**src/hw/rtl/ckvt_pkg.sv**
```systemverilog
// Package for the clustered key-value table: sizes, codes and the types that
// pass between the controller and the datapath. No dependencies.
`default_nettype none

package ckvt_pkg;

  // Table geometry. CHUNK_SLOTS and HOLE_SLOTS are powers of two.
  localparam int CHUNK_SLOTS  = 64;
  localparam int NUM_CLUSTERS = 16;
  localparam int HOLE_SLOTS   = 32;

  localparam int CLUSTER_SPAN = 4 * CHUNK_SLOTS;
  localparam int CHUNK_W      = $clog2(CHUNK_SLOTS);
  localparam int SPAN_W       = CHUNK_W + 2;
  localparam int CL_W         = (NUM_CLUSTERS > 1) ? $clog2(NUM_CLUSTERS) : 1;
  localparam int SLOT_W       = CL_W + SPAN_W;
  localparam int HOLE_W       = $clog2(HOLE_SLOTS);
  localparam int HCNT_W       = HOLE_W + 1;
  localparam int FILL_W       = CHUNK_W + 1;
  localparam int IDX_W        = ((SPAN_W > HOLE_W) ? SPAN_W : HOLE_W) + 1;

  // Field widths of the words on the channels.
  localparam int KIND_W     = 2;
  localparam int DATA_W     = 32;
  localparam int PICK_W     = 2;
  localparam int STATUS_W   = 2;
  localparam int SLOT_OUT_W = 12;
  localparam int OFFSET_W   = 20;
  localparam int PADDR_W    = 3;
  localparam int PDATA_W    = 32;

  localparam logic [OFFSET_W-1:0] OFFSET_RESET = OFFSET_W'(2048);
  localparam logic [0:0]          REG_KEY_OFFSET = 1'b0;

  typedef enum logic [KIND_W-1:0] {
    KIND_INSERT = 2'd0,
    KIND_DELETE = 2'd1,
    KIND_SEARCH = 2'd2,
    KIND_UPDATE = 2'd3
  } kind_e;

  typedef enum logic [STATUS_W-1:0] {
    ST_DONE      = 2'd0,
    ST_NOT_FOUND = 2'd1,
    ST_RANGE     = 2'd2,
    ST_FULL      = 2'd3
  } status_e;

  typedef enum logic [3:0] {
    OP_NONE,
    OP_LATCH,
    OP_CHECK,
    OP_FILL,
    OP_SCAN,
    OP_HIT,
    OP_FOUND,
    OP_HOLE,
    OP_WRITE,
    OP_APPEND
  } dp_op_e;

  typedef struct packed {
    dp_op_e op;
  } cmd_t;

  typedef struct packed {
    logic  out_range;
    logic  fill_done;
    logic  scan_hit;
    logic  scan_miss;
    logic  hole_hit;
    logic  hole_miss;
    kind_e kind;
  } dp_status_t;

endpackage

`default_nettype wire

```
**src/hw/rtl/ckvt_ctrl.sv**
```systemverilog
// Controller of the clustered key-value table: sequences one operation
// through the datapath. Depends on ckvt_pkg.
`default_nettype none

module ckvt_ctrl (
  input  wire                  clk_i,
  input  wire                  rst_ni,
  input  wire                  in_valid_i,
  output logic                 in_ready_o,
  output logic                 out_valid_o,
  input  wire                  out_ready_i,
  output ckvt_pkg::cmd_t       cmd_o,
  input  ckvt_pkg::dp_status_t status_i
);
  import ckvt_pkg::*;

  typedef enum logic [3:0] {
    S_IDLE, S_CHECK, S_FILL, S_SCAN, S_HIT, S_FOUND,
    S_HOLE, S_WRITE, S_APPEND, S_OUT
  } state_e;

  state_e state_q;

  assign in_ready_o  = (state_q == S_IDLE);
  assign out_valid_o = (state_q == S_OUT);

  always_comb begin
    case (state_q)
      S_IDLE:   cmd_o.op = (in_valid_i) ? OP_LATCH : OP_NONE;
      S_CHECK:  cmd_o.op = OP_CHECK;
      S_FILL:   cmd_o.op = OP_FILL;
      S_SCAN:   cmd_o.op = OP_SCAN;
      S_HIT:    cmd_o.op = OP_HIT;
      S_FOUND:  cmd_o.op = OP_FOUND;
      S_HOLE:   cmd_o.op = OP_HOLE;
      S_WRITE:  cmd_o.op = OP_WRITE;
      S_APPEND: cmd_o.op = OP_APPEND;
      default:  cmd_o.op = OP_NONE;
    endcase
  end

  always_ff @(posedge clk_i or negedge rst_ni) begin
    if (!rst_ni) begin
      state_q <= S_IDLE;
    end else begin
      case (state_q)
        S_IDLE: begin
          if (in_valid_i) state_q <= S_CHECK;
        end
        S_CHECK: begin
          state_q <= status_i.out_range ? S_OUT : S_FILL;
        end
        S_FILL: begin
          if (status_i.fill_done) begin
            state_q <= (status_i.kind == KIND_INSERT) ? S_HOLE : S_SCAN;
          end
        end
        S_SCAN: begin
          if (status_i.scan_hit) begin
            state_q <= S_HIT;
          end else if (status_i.scan_miss) begin
            state_q <= (status_i.kind == KIND_UPDATE) ? S_HOLE : S_OUT;
          end
        end
        S_HIT: begin
          state_q <= (status_i.kind == KIND_SEARCH) ? S_FOUND : S_OUT;
        end
        S_FOUND: begin
          state_q <= S_OUT;
        end
        S_HOLE: begin
          if (status_i.hole_hit) begin
            state_q <= S_WRITE;
          end else if (status_i.hole_miss) begin
            state_q <= S_APPEND;
          end
        end
        S_WRITE:  state_q <= S_OUT;
        S_APPEND: state_q <= S_OUT;
        S_OUT: begin
          if (out_ready_i) state_q <= S_IDLE;
        end
        default: state_q <= S_IDLE;
      endcase
    end
  end

endmodule

`default_nettype wire

```
**config.mk**
```make
export PLATFORM = sky130hd
export DESIGN_NAME = ckvt_ctrl
export DESIGN_NICKNAME = d
export VERILOG_FILES = /design/src/hw/rtl/ckvt_pkg.sv /design/src/hw/rtl/ckvt_ctrl.sv
export SDC_FILE = /design/constraint.sdc
export NUM_CORES = 1
export LEC_CHECK = 0
export ABC_CLOCK_PERIOD_IN_PS = 1300
export BUFFER_PORTS_ARGS = -buffer_cell sky130_fd_sc_hd__clkbuf_2
export CORE_AREA = 2 2 41 43
export DETAILED_ROUTE_END_ITERATION = 12
export DIE_AREA = 0 0 43 45
export HOLD_SLACK_MARGIN = 0.12
export PLACE_DENSITY = 0.67
export SLEW_MARGIN = 20
export SYNTH_ARGS = -nofsm -noshare
export SYNTH_HDL_FRONTEND = slang
export SYNTH_SLANG_ARGS = --single-unit
```
**constraint.sdc**
```tcl
create_clock -name clk_i -period 1.3 [get_ports clk_i]
set_input_delay 0.39 -clock clk_i [delete_from_list [all_inputs] [get_ports clk_i]]
set_output_delay 0.39 -clock clk_i [all_outputs]
set_load 0.01 [all_outputs]
```
==> results of run 1 <==
[power breakdown]
part	total, uW	switching [uW]	internal [uW]	leakage [uW]
sequential	273	90.6	182	0.0000465
combinational	2130	992	1140	0.000475
clock	188	71.0	117	0.0000150
total	2590	1150	1440	0.000536
[through the flow]
step	setup TNS, ns	total power [uW]	hold WS (ns)	setup WS (ns)	std cells
after floorplan	-0.489	1220	0.0944	-0.102	76
after global placement	-2.15	1600	0.197	-0.245	124
after detailed placement	-2.43	1630	0.204	-0.306	124
after CTS	-3.21	2250	0.443	-0.392	141
after global routing	-3.67	2710	0.462	-0.426	145
final	-3.31	2590	0.452	-0.396	145
[routing by layer]
metal	track usage [%]	wire, um	vias up
li1	-	-	401
met2	46.4	1320	66
met3	2.80	239	10
met4	17.6	76	0
met5	0	0	-
met1	34.6	1160	411
[path summary, 6_finish.rpt]
path                       depth (start not counted)         from          to
min                                                2  status_i[4]  state_q[1]
min reg2reg                                        4   state_q[3]  state_q[2]
max in group asynchronous                          2       rst_ni  state_q[0]
max reg2reg                                        6   state_q[1]  state_q[3]
min in group asynchronous                          2       rst_ni  state_q[3]
max                                                4   state_q[1]    cmd_o[1]
[worst reg2reg max path: cells and delay by family (launching register included)]
family | cells | cell delay [ns]
flops | 1 | 0.49
compound gates | 3 | 0.46
buf+inv | 2 | 0.29
simple gates | 1 | 0.29
[area by class of cell]
class,instances,area [um^2]
sequential,4,105
tap,16,20.0
inverter,3,11.3
clock buffer,4,26.3
multi-input combinational,63,629
fill,83,256
timing repair buffer,55,423
[repair_timing]
item	4_1_cts	5_1_grt
hold buffers	1	0
pin swaps	10	9
hold endpoints to repair	4	0
setup endpoints to repair	10	10
setup buffers	12	4
resized for setup	24	20
[kinds of logic after synthesis]
logic type                synth area share (%)
xor gates and xnor gates                  1.36
DFF                                       15.5
buffers and inverters                     11.8
AOI/OAI and AO/OA                         31.7
and+or+nand+nor                           39.6
[cell usage in the layout, fill, tap and decap left out, types with 3 or more instances in the layout]
cell type / netlist / routed
dfrtp_2: 0 / 4
buf_6: 2 / 10
nand2_1: 6 / 4
nor3_2: 0 / 3
buf_2: 1 / 6
buf_4: 1 / 26
clkbuf_2: 0 / 11
clkbuf_4: 0 / 3
a21oi_2: 1 / 3
nor3_1: 6 / 3
nand2b_4: 0 / 3
==> flow_summary.json, run 1 <==
{
  "port_buffers": 17,
  "max_freq_mhz": 590,
  "cts_sinks": 4,
  "finish.instance_area_mm2": 0.00121,
  "fin_ws_ns": -0.396,
  "grt_pass1_wl_mm": 3.82,
  "routedWlPerCell_um": 19.3,
  "cts_tree": "yes",
  "route.final.wire_length_mm": 2.80,
  "clockRootBuffer": "clkbuf_4",
  "synthFlopType": "dfrtp_1",
  "synth_top_area_share_pct": 15.5,
  "numCtsBuffers": 3,
  "outcome": "complete, but fails checks",
  "period_share_pct": 130,
  "ys_seq_area_share_pct": 15.5,
  "cp.buffers_inverters": 2,
  "rows": 14,
  "vias": 888,
  "layout.nets": 142,
  "slowest_delay_ns": 0.49,
  "grt-ovfl-total": 0,
  "syn_area_per_cell_um2": 8.48,
  "synth.net_count": 88,
  "synthTopCellsByArea": "dfrtp_1, nor3_1, buf_8",
  "syn_to_final_growth_pct": 88.5,
  "cpMaxStageDelayCell": "dfrtp_2",
  "gp_congestion": 0.842,
  "setup_viol": 10,
  "synthTopCellsByCount": "nand2_1, nor3_1, a21oi_1, dfrtp_1, nand2b_1",
  "synth.largest_area_cell": "dfrtp_1",
  "maxSlewViolCount": 0,
  "largest_reg_flops": 4,
  "p_leak_uw": 0.000536,
  "dp.final_hpwl_mm": 1.49,
  "drv_cap": 0,
  "layout_min_cycle_time_ns": 1.70,
  "synth_area_um2": 644,
  "yosysUniqueCellTypes": 47,
  "antenna_left": 0,
  "ff2ff_setup_slack_ns": -0.32,
  "async_flop_share_pct": 100,
  "coreArea_mm2": 0.00147,
  "die_height_um": 45,
  "crit_family": "flip-flops",
  "fin_worst_skew_ns": 0.00327,
  "dr.pass1.iters": 4,
  "syn_inst": 76,
  "cp-end-kind": "output port",
  "regMostFlops": "state_q",
  "start_util_pct": 43.8,
  "drc_errors": 0,
  "cp-start-kind": "flop",
  "ioPinCount": 18,
  "place_area_um2": 883,
  "relSlewSlack_pct": 79.4,
  "grt_max_degree": 14,
  "rsz0062_at_grt": "yes",
  "hold_path.class": "input pin to flop",
  "p_per_area_mw_per_mm2": 2130,
  "first_iter_violations": 32,
  "die_w_um": 43,
  "criticalPathCategory": "flop to output port",
  "final_util_pct": 82.6,
  "critPathArrivalTime_ns": 1.31,
  "cts.path.max_buffers": 2,
  "grt_pass1_vias": 819,
  "grt.total_usage_pct": 27.8,
  "violations": "negative setup slack",
  "worstMarginPinSlew_ns": 0.308,
  "htree_levels": 1,
  "crit_fanout": 8,
  "required_ns": 0.91,
  "clock_latency_ns": 0.25,
  "clk_pin_slew_ns": 0.04,
  "antenna_cells": 0,
  "viasPerCell": 6.12,
  "hold_viol_final": 0,
  "synth_warnings": 0,
  "cp_cell_sequence": "buf_6 > nand2b_4 > a21oi_2 > buf_2",
  "reg_top3": "state_q (4)",
  "yosys_register_bits": 4,
  "antenna_found_initial": 0,
  "drive_above_1_share_pct": 76.0,
  "synth_edf_count": 0,
  "design.die.area_mm2": 0.00194,
  "peakVddDrop_mv": 1.23
}
Note: power is estimated with default switching activity, not from simulation.
==> run 2: changes to the inputs <==
Settings changed: RECOVER_POWER from default to 25.
==> flow_summary.json, run 2 (synthesis results as in run 1) <==
{
  "outcome": "complete, but fails checks",
  "violations": "negative setup slack",
  "criticalPathCategory": "flop to output port",
  "place_area_um2": 883,
  "hold_path.class": "input pin to flop",
  "cts_sinks": 4,
  "clock_latency_ns": 0.25,
  "antenna_left": 0,
  "dr.pass1.iters": 4,
  "hp-start": "status_i[4]",
  "drc_errors": 0,
  "numCtsBuffers": 3,
  "cp_cell_sequence": "buf_6 > nand2b_4 > a21oi_2 > buf_2",
  "gp_congestion": 0.842,
  "place_inst": 124,
  "antenna_cells": 0,
  "clockRootBuffer": "clkbuf_4",
  "grt.total_usage_pct": 27.8,
  "drv_cap": 0,
  "viasPerCell": 6.13,
  "maxSlewViolCount": 0,
  "design.die.area_mm2": 0.00194,
  "final_cells": 145,
  "peakVddDrop_mv": 1.23,
  "coreArea_mm2": 0.00147,
  "fin_ws_ns": -0.396,
  "seq_power_share_pct": 10.5,
  "crit_fanout": 8,
  "clk_pin_slew_ns": 0.04,
  "start_util_pct": 43.8,
  "route.final.wire_length_mm": 2.80,
  "dp_slack_ns": -0.306,
  "relSlewSlack_pct": 79.4,
  "grt_pass1_vias": 819,
  "fin_setup_tns_ns": -3.31,
  "fin_worst_skew_ns": 0.00323,
  "rsz0062_at_grt": "yes",
  "layout_common_cells": "buf_4, clkbuf_2, buf_6, buf_2",
  "setup_viol": 10,
  "dp.final_hpwl_mm": 1.49,
  "grt_pass1_wl_mm": 3.82,
  "drive_above_1_share_pct": 75.2,
  "die_height_um": 45,
  "pwr-share-comb_pct": 82.2,
  "antenna_found_initial": 0,
  "p_clk_share_pct": 7.2,
  "p_int_uw": 1440,
  "grt_max_degree": 14,
  "finish.instance_area_mm2": 0.00121,
  "p_leak_uw": 0.000533,
  "final_common_cell": "buf_4",
  "cp-end-kind": "output port",
  "cts.path.max_buffers": 2,
  "p_total_uw": 2590,
  "period_share_pct": 130,
  "largest_reg_flops": 4,
  "cp-start-kind": "flop",
  "n_fill_cell": 84,
  "slowest_delay_ns": 0.49,
  "hold_viol_final": 0,
  "cp.buffers_inverters": 2,
  "grt-ovfl-total": 0,
  "ioPinCount": 18,
  "critPathArrivalTime_ns": 1.31,
  "vias": 889,
  "cts_tree": "yes",
  "rows": 14,
  "layout.nets": 142,
  "crit_family": "flip-flops",
  "reg_top3": "state_q (4)",
  "cpMaxStageDelayCell": "dfrtp_2",
  "routedWlPerCell_um": 19.3,
  "regMostFlops": "state_q",
  "syn_to_final_growth_pct": 88.3,
  "htree_levels": 1,
  "p_sw_share_pct": 44.5,
  "p_per_area_mw_per_mm2": 2130,
  "worstMarginPinSlew_ns": 0.309,
  "max_freq_mhz": 590,
  "layout_min_cycle_time_ns": 1.70,
  "critPathLaunch": "state_q[1]",
  "rr_startpoint": "state_q[1]",
  "required_ns": 0.91,
  "p_sw_uw": 1150,
  "die_w_um": 43,
  "port_buffers": 17,
  "first_iter_violations": 31
}
run 2: cell counts in the layout (fill, tap and decap cells not counted):
Identical to the previous run, type by type.
run 2: what timing repair did:
action | CTS | global route
pin swaps | 10 | 9
gates resized for setup | 24 | 20
buffers inserted | 12 | 4
hold buffers | 1 | 0
cloned | 0 | 0
endpoints found under the setup margin | 10 | 10
hold endpoints to repair | 4 | 0
run 2: worst paths after layout:
path | to | slack, ns | depth (start not counted)
setup / recovery | cmd_o[1] | -0.40 | 4
hold / removal | state_q[1] | 0.45 | 2
setup reg to reg | state_q[3] | -0.32 | 6
hold reg to reg | state_q[2] | 0.75 | 4
max in group asynchronous | state_q[0] | 0.54 | 2
min in group asynchronous | state_q[3] | 0.53 | 2
run 2: area by class of cell:
class / instances / area (um^2) / share of cell area (%)
Multi-Input combinational cell: 63 / 629 / 51.9
Timing Repair Buffer: 55 / 422 / 34.7
Sequential cell: 4 / 105 / 8.66
Clock buffer: 4 / 26.3 / 2.16
Tap cell: 16 / 20.0 / 1.65
Inverter: 3 / 11.3 / 0.928
run 2: routing by layer:
layer	global-route usage (%)	part of all wire, %	up-vias
met2	46.4	47	66
met4	17.6	2.7	0
met1	34.6	42	411
met5	0	0	-
met3	2.80	8.5	10
li1	-	-	402
run 2: power groups by stage:
stage               sequential (uW)  combinational (uW)  clock, uW
floorplan                       225                 999          0
global placement                294                1310          0
detailed placement              297                1330          0
CTS                             296                1770        188
global route                    277                2240        192
finish                          273                2130        188
run 2: through the flow:
step / utilization [%] / hold slack [ns]
after detailed placement: 60.0 / 0.204
after global placement: 60.0 / 0.197
after global routing: 82.5 / 0.462
final: 82.5 / 0.452
after floorplan: - / 0.0944
after CTS: 75.2 / 0.443
==> run 3: changes to the inputs <==
Settings changed: ABC_CLOCK_PERIOD_IN_PS 1300 to 1600, CORE_AREA 2 2 41 43 to 2 2 39 41, DIE_AREA 0 0 43 45 to 0 0 41 43, PLACE_DENSITY 0.67 to 0.71, SLEW_MARGIN 20 to 5.
Clock period 1.3 ns to 1.6 ns, I/O delays scaled along.
==> flow_summary.json, run 3 (synthesis results as in run 1) <==
{
  "seq_power_share_pct": 14.3,
  "criticalPathCategory": "flop to output port",
  "antenna_found_initial": 0,
  "gp_congestion": 0.876,
  "layout_common_cells": "buf_4, clkbuf_2, buf_2, nor3_1, buf_6",
  "m1WireLength_um": 962,
  "relSlewSlack_pct": 79.9,
  "wl_met2_mm": 1.15,
  "ioPinCount": 18,
  "final_cells": 136,
  "dp.final_hpwl_mm": 1.34,
  "crit_fanout": 6,
  "holdWs_ns": 0.540,
  "die_height_um": 43,
  "p_int_uw": 986,
  "max_freq_mhz": 567,
  "clk_pin_slew_ns": 0.04,
  "final_util_pct": 77.0,
  "cp-end-kind": "output port",
  "n_fill_cell": 98,
  "wl_met3_um": 98,
  "syn_to_final_growth_pct": 65.4,
  "cts_sinks": 4,
  "regMostFlops": "state_q",
  "grt-ovfl-total": 0,
  "coreArea_mm2": 0.00138,
  "layout_min_cycle_time_ns": 1.77,
  "p_clk_share_pct": 7.5,
  "routedWlPerCell_um": 16.4,
  "period_share_pct": 110,
  "antenna_cells": 0,
  "hold_viol_final": 0,
  "p_sw_share_pct": 44.9,
  "largest_reg_flops": 4,
  "fin_setup_tns_ns": -1.03,
  "route.final.wire_length_mm": 2.23,
  "cp.depth": 4,
  "cp-start-kind": "flop",
  "grt_max_degree": 14,
  "multi_input_area_um2": 577,
  "pwr-share-comb_pct": 78.3,
  "maxSlewViolCount": 0,
  "cpMaxStageDelayCell": "dfrtp_2",
  "crit_family": "flip-flops",
  "drv_cap": 0,
  "antenna_left": 0,
  "rows": 14,
  "fin_ws_ns": -0.165,
  "fin_worst_skew_ns": 0.00621,
  "design.die.area_mm2": 0.00176,
  "reg_top3": "state_q (4)",
  "final_common_cell": "buf_4",
  "cts_tree": "yes",
  "setup_viol": 10,
  "register_area_um2": 105,
  "p_leak_uw": 0.000468,
  "holdPathStages": 2,
  "clock_latency_ns": 0.25,
  "layout.nets": 134,
  "dr.pass1.iters": 4,
  "cp.buffers_inverters": 2,
  "viasPerCell": 5.78,
  "htree_levels": 1,
  "clockRootBuffer": "clkbuf_4",
  "required_ns": 1.12,
  "reg2regPathDepth": 7,
  "first_iter_violations": 14,
  "start_util_pct": 46.6,
  "peakVddDrop_mv": 0.893,
  "worstMarginPinSlew_ns": 0.302,
  "top_layer": "met4",
  "p_sw_uw": 803,
  "cts.path.max_buffers": 2,
  "grt_pass1_vias": 732,
  "violations": "negative setup slack",
  "rsz0062_at_grt": "yes",
  "slowest_delay_ns": 0.46,
  "outcome": "complete, but fails checks",
  "cp_cell_sequence": "inv_2 > nand2_4 > nor3b_2 > buf_2",
  "critPathArrivalTime_ns": 1.29,
  "hold_path.class": "input pin to flop",
  "place_inst": 117,
  "grt.total_usage_pct": 26.5,
  "vias": 786,
  "drc_errors": 0,
  "p_per_area_mw_per_mm2": 1680,
  "port_buffers": 17,
  "die_w_um": 41,
  "numCtsBuffers": 3,
  "drive_above_1_share_pct": 68.3,
  "grt_pass1_wl_mm": 3.20
}
-- run 3: changes by cell type in the layout (fill, tap and decap cells not counted), sizes merged --
cell	previous run	this run
buf	43	35
clkbuf	15	14
-- run 3: power groups by stage --
stage / Sequential (uW) / Clock [uW] / Combinational [uW]
after floorplan: 181 / 0 / 717
after global placement: 231 / 0 / 903
after detailed placement: 232 / 0 / 918
after CTS: 252 / 130 / 1150
after global routing: 259 / 147 / 1510
final: 255 / 133 / 1400
-- run 3: final timing paths --
| path | slack (ns) | startpoint | endpoint |
|---|---|---|---|
| worst max-delay path | -0.17 | state_q[2] | out_valid_o |
| worst min-delay path | 0.54 | status_i[4] | state_q[1] |
| worst max register to register | -0.11 | state_q[1] | state_q[1] |
| worst min register to register | 0.64 | state_q[0] | state_q[0] |
| max in group asynchronous | 0.77 | rst_ni | state_q[1] |
| min in group asynchronous | 0.61 | rst_ni | state_q[3] |
-- run 3: what timing repair did --
action	in CTS	in global routing
buffers inserted	6	10
pin swaps	9	10
hold endpoints to repair	4	0
setup endpoints to repair	10	10
resized for setup	20	18
hold buffers	1	0
-- run 3: metal layers --
| metal | GRT usage [%] | up-vias |
|---|---|---|
| met3 | 8.38 | 5 |
| li1 | - | 384 |
| met1 | 32.0 | 376 |
| met5 | 0 | - |
| met2 | 42.8 | 21 |
| met4 | 7.33 | 0 |
-- run 3: layout make-up --
cell class / count / area share [%]
Inverter: 3 / 1.06
Timing Repair Buffer: 47 / 31.0
Tap cell: 16 / 1.88
Clock buffer: 3 / 2.11
Multi-Input combinational cell: 63 / 54.1
Sequential cell: 4 / 9.86
-- run 3: stage by stage --
stage | setup slack [ns] | power (uW) | area, um^2
6_report | -0.165 | 1790 | 1070
5_1_grt | -0.201 | 1910 | 1070
4_1_cts | -0.146 | 1530 | 943
3_5_place_dp | -0.0705 | 1150 | 790
3_3_place_gp | 0.00581 | 1130 | 790
2_1_floorplan | 0.000977 | 897 | 644
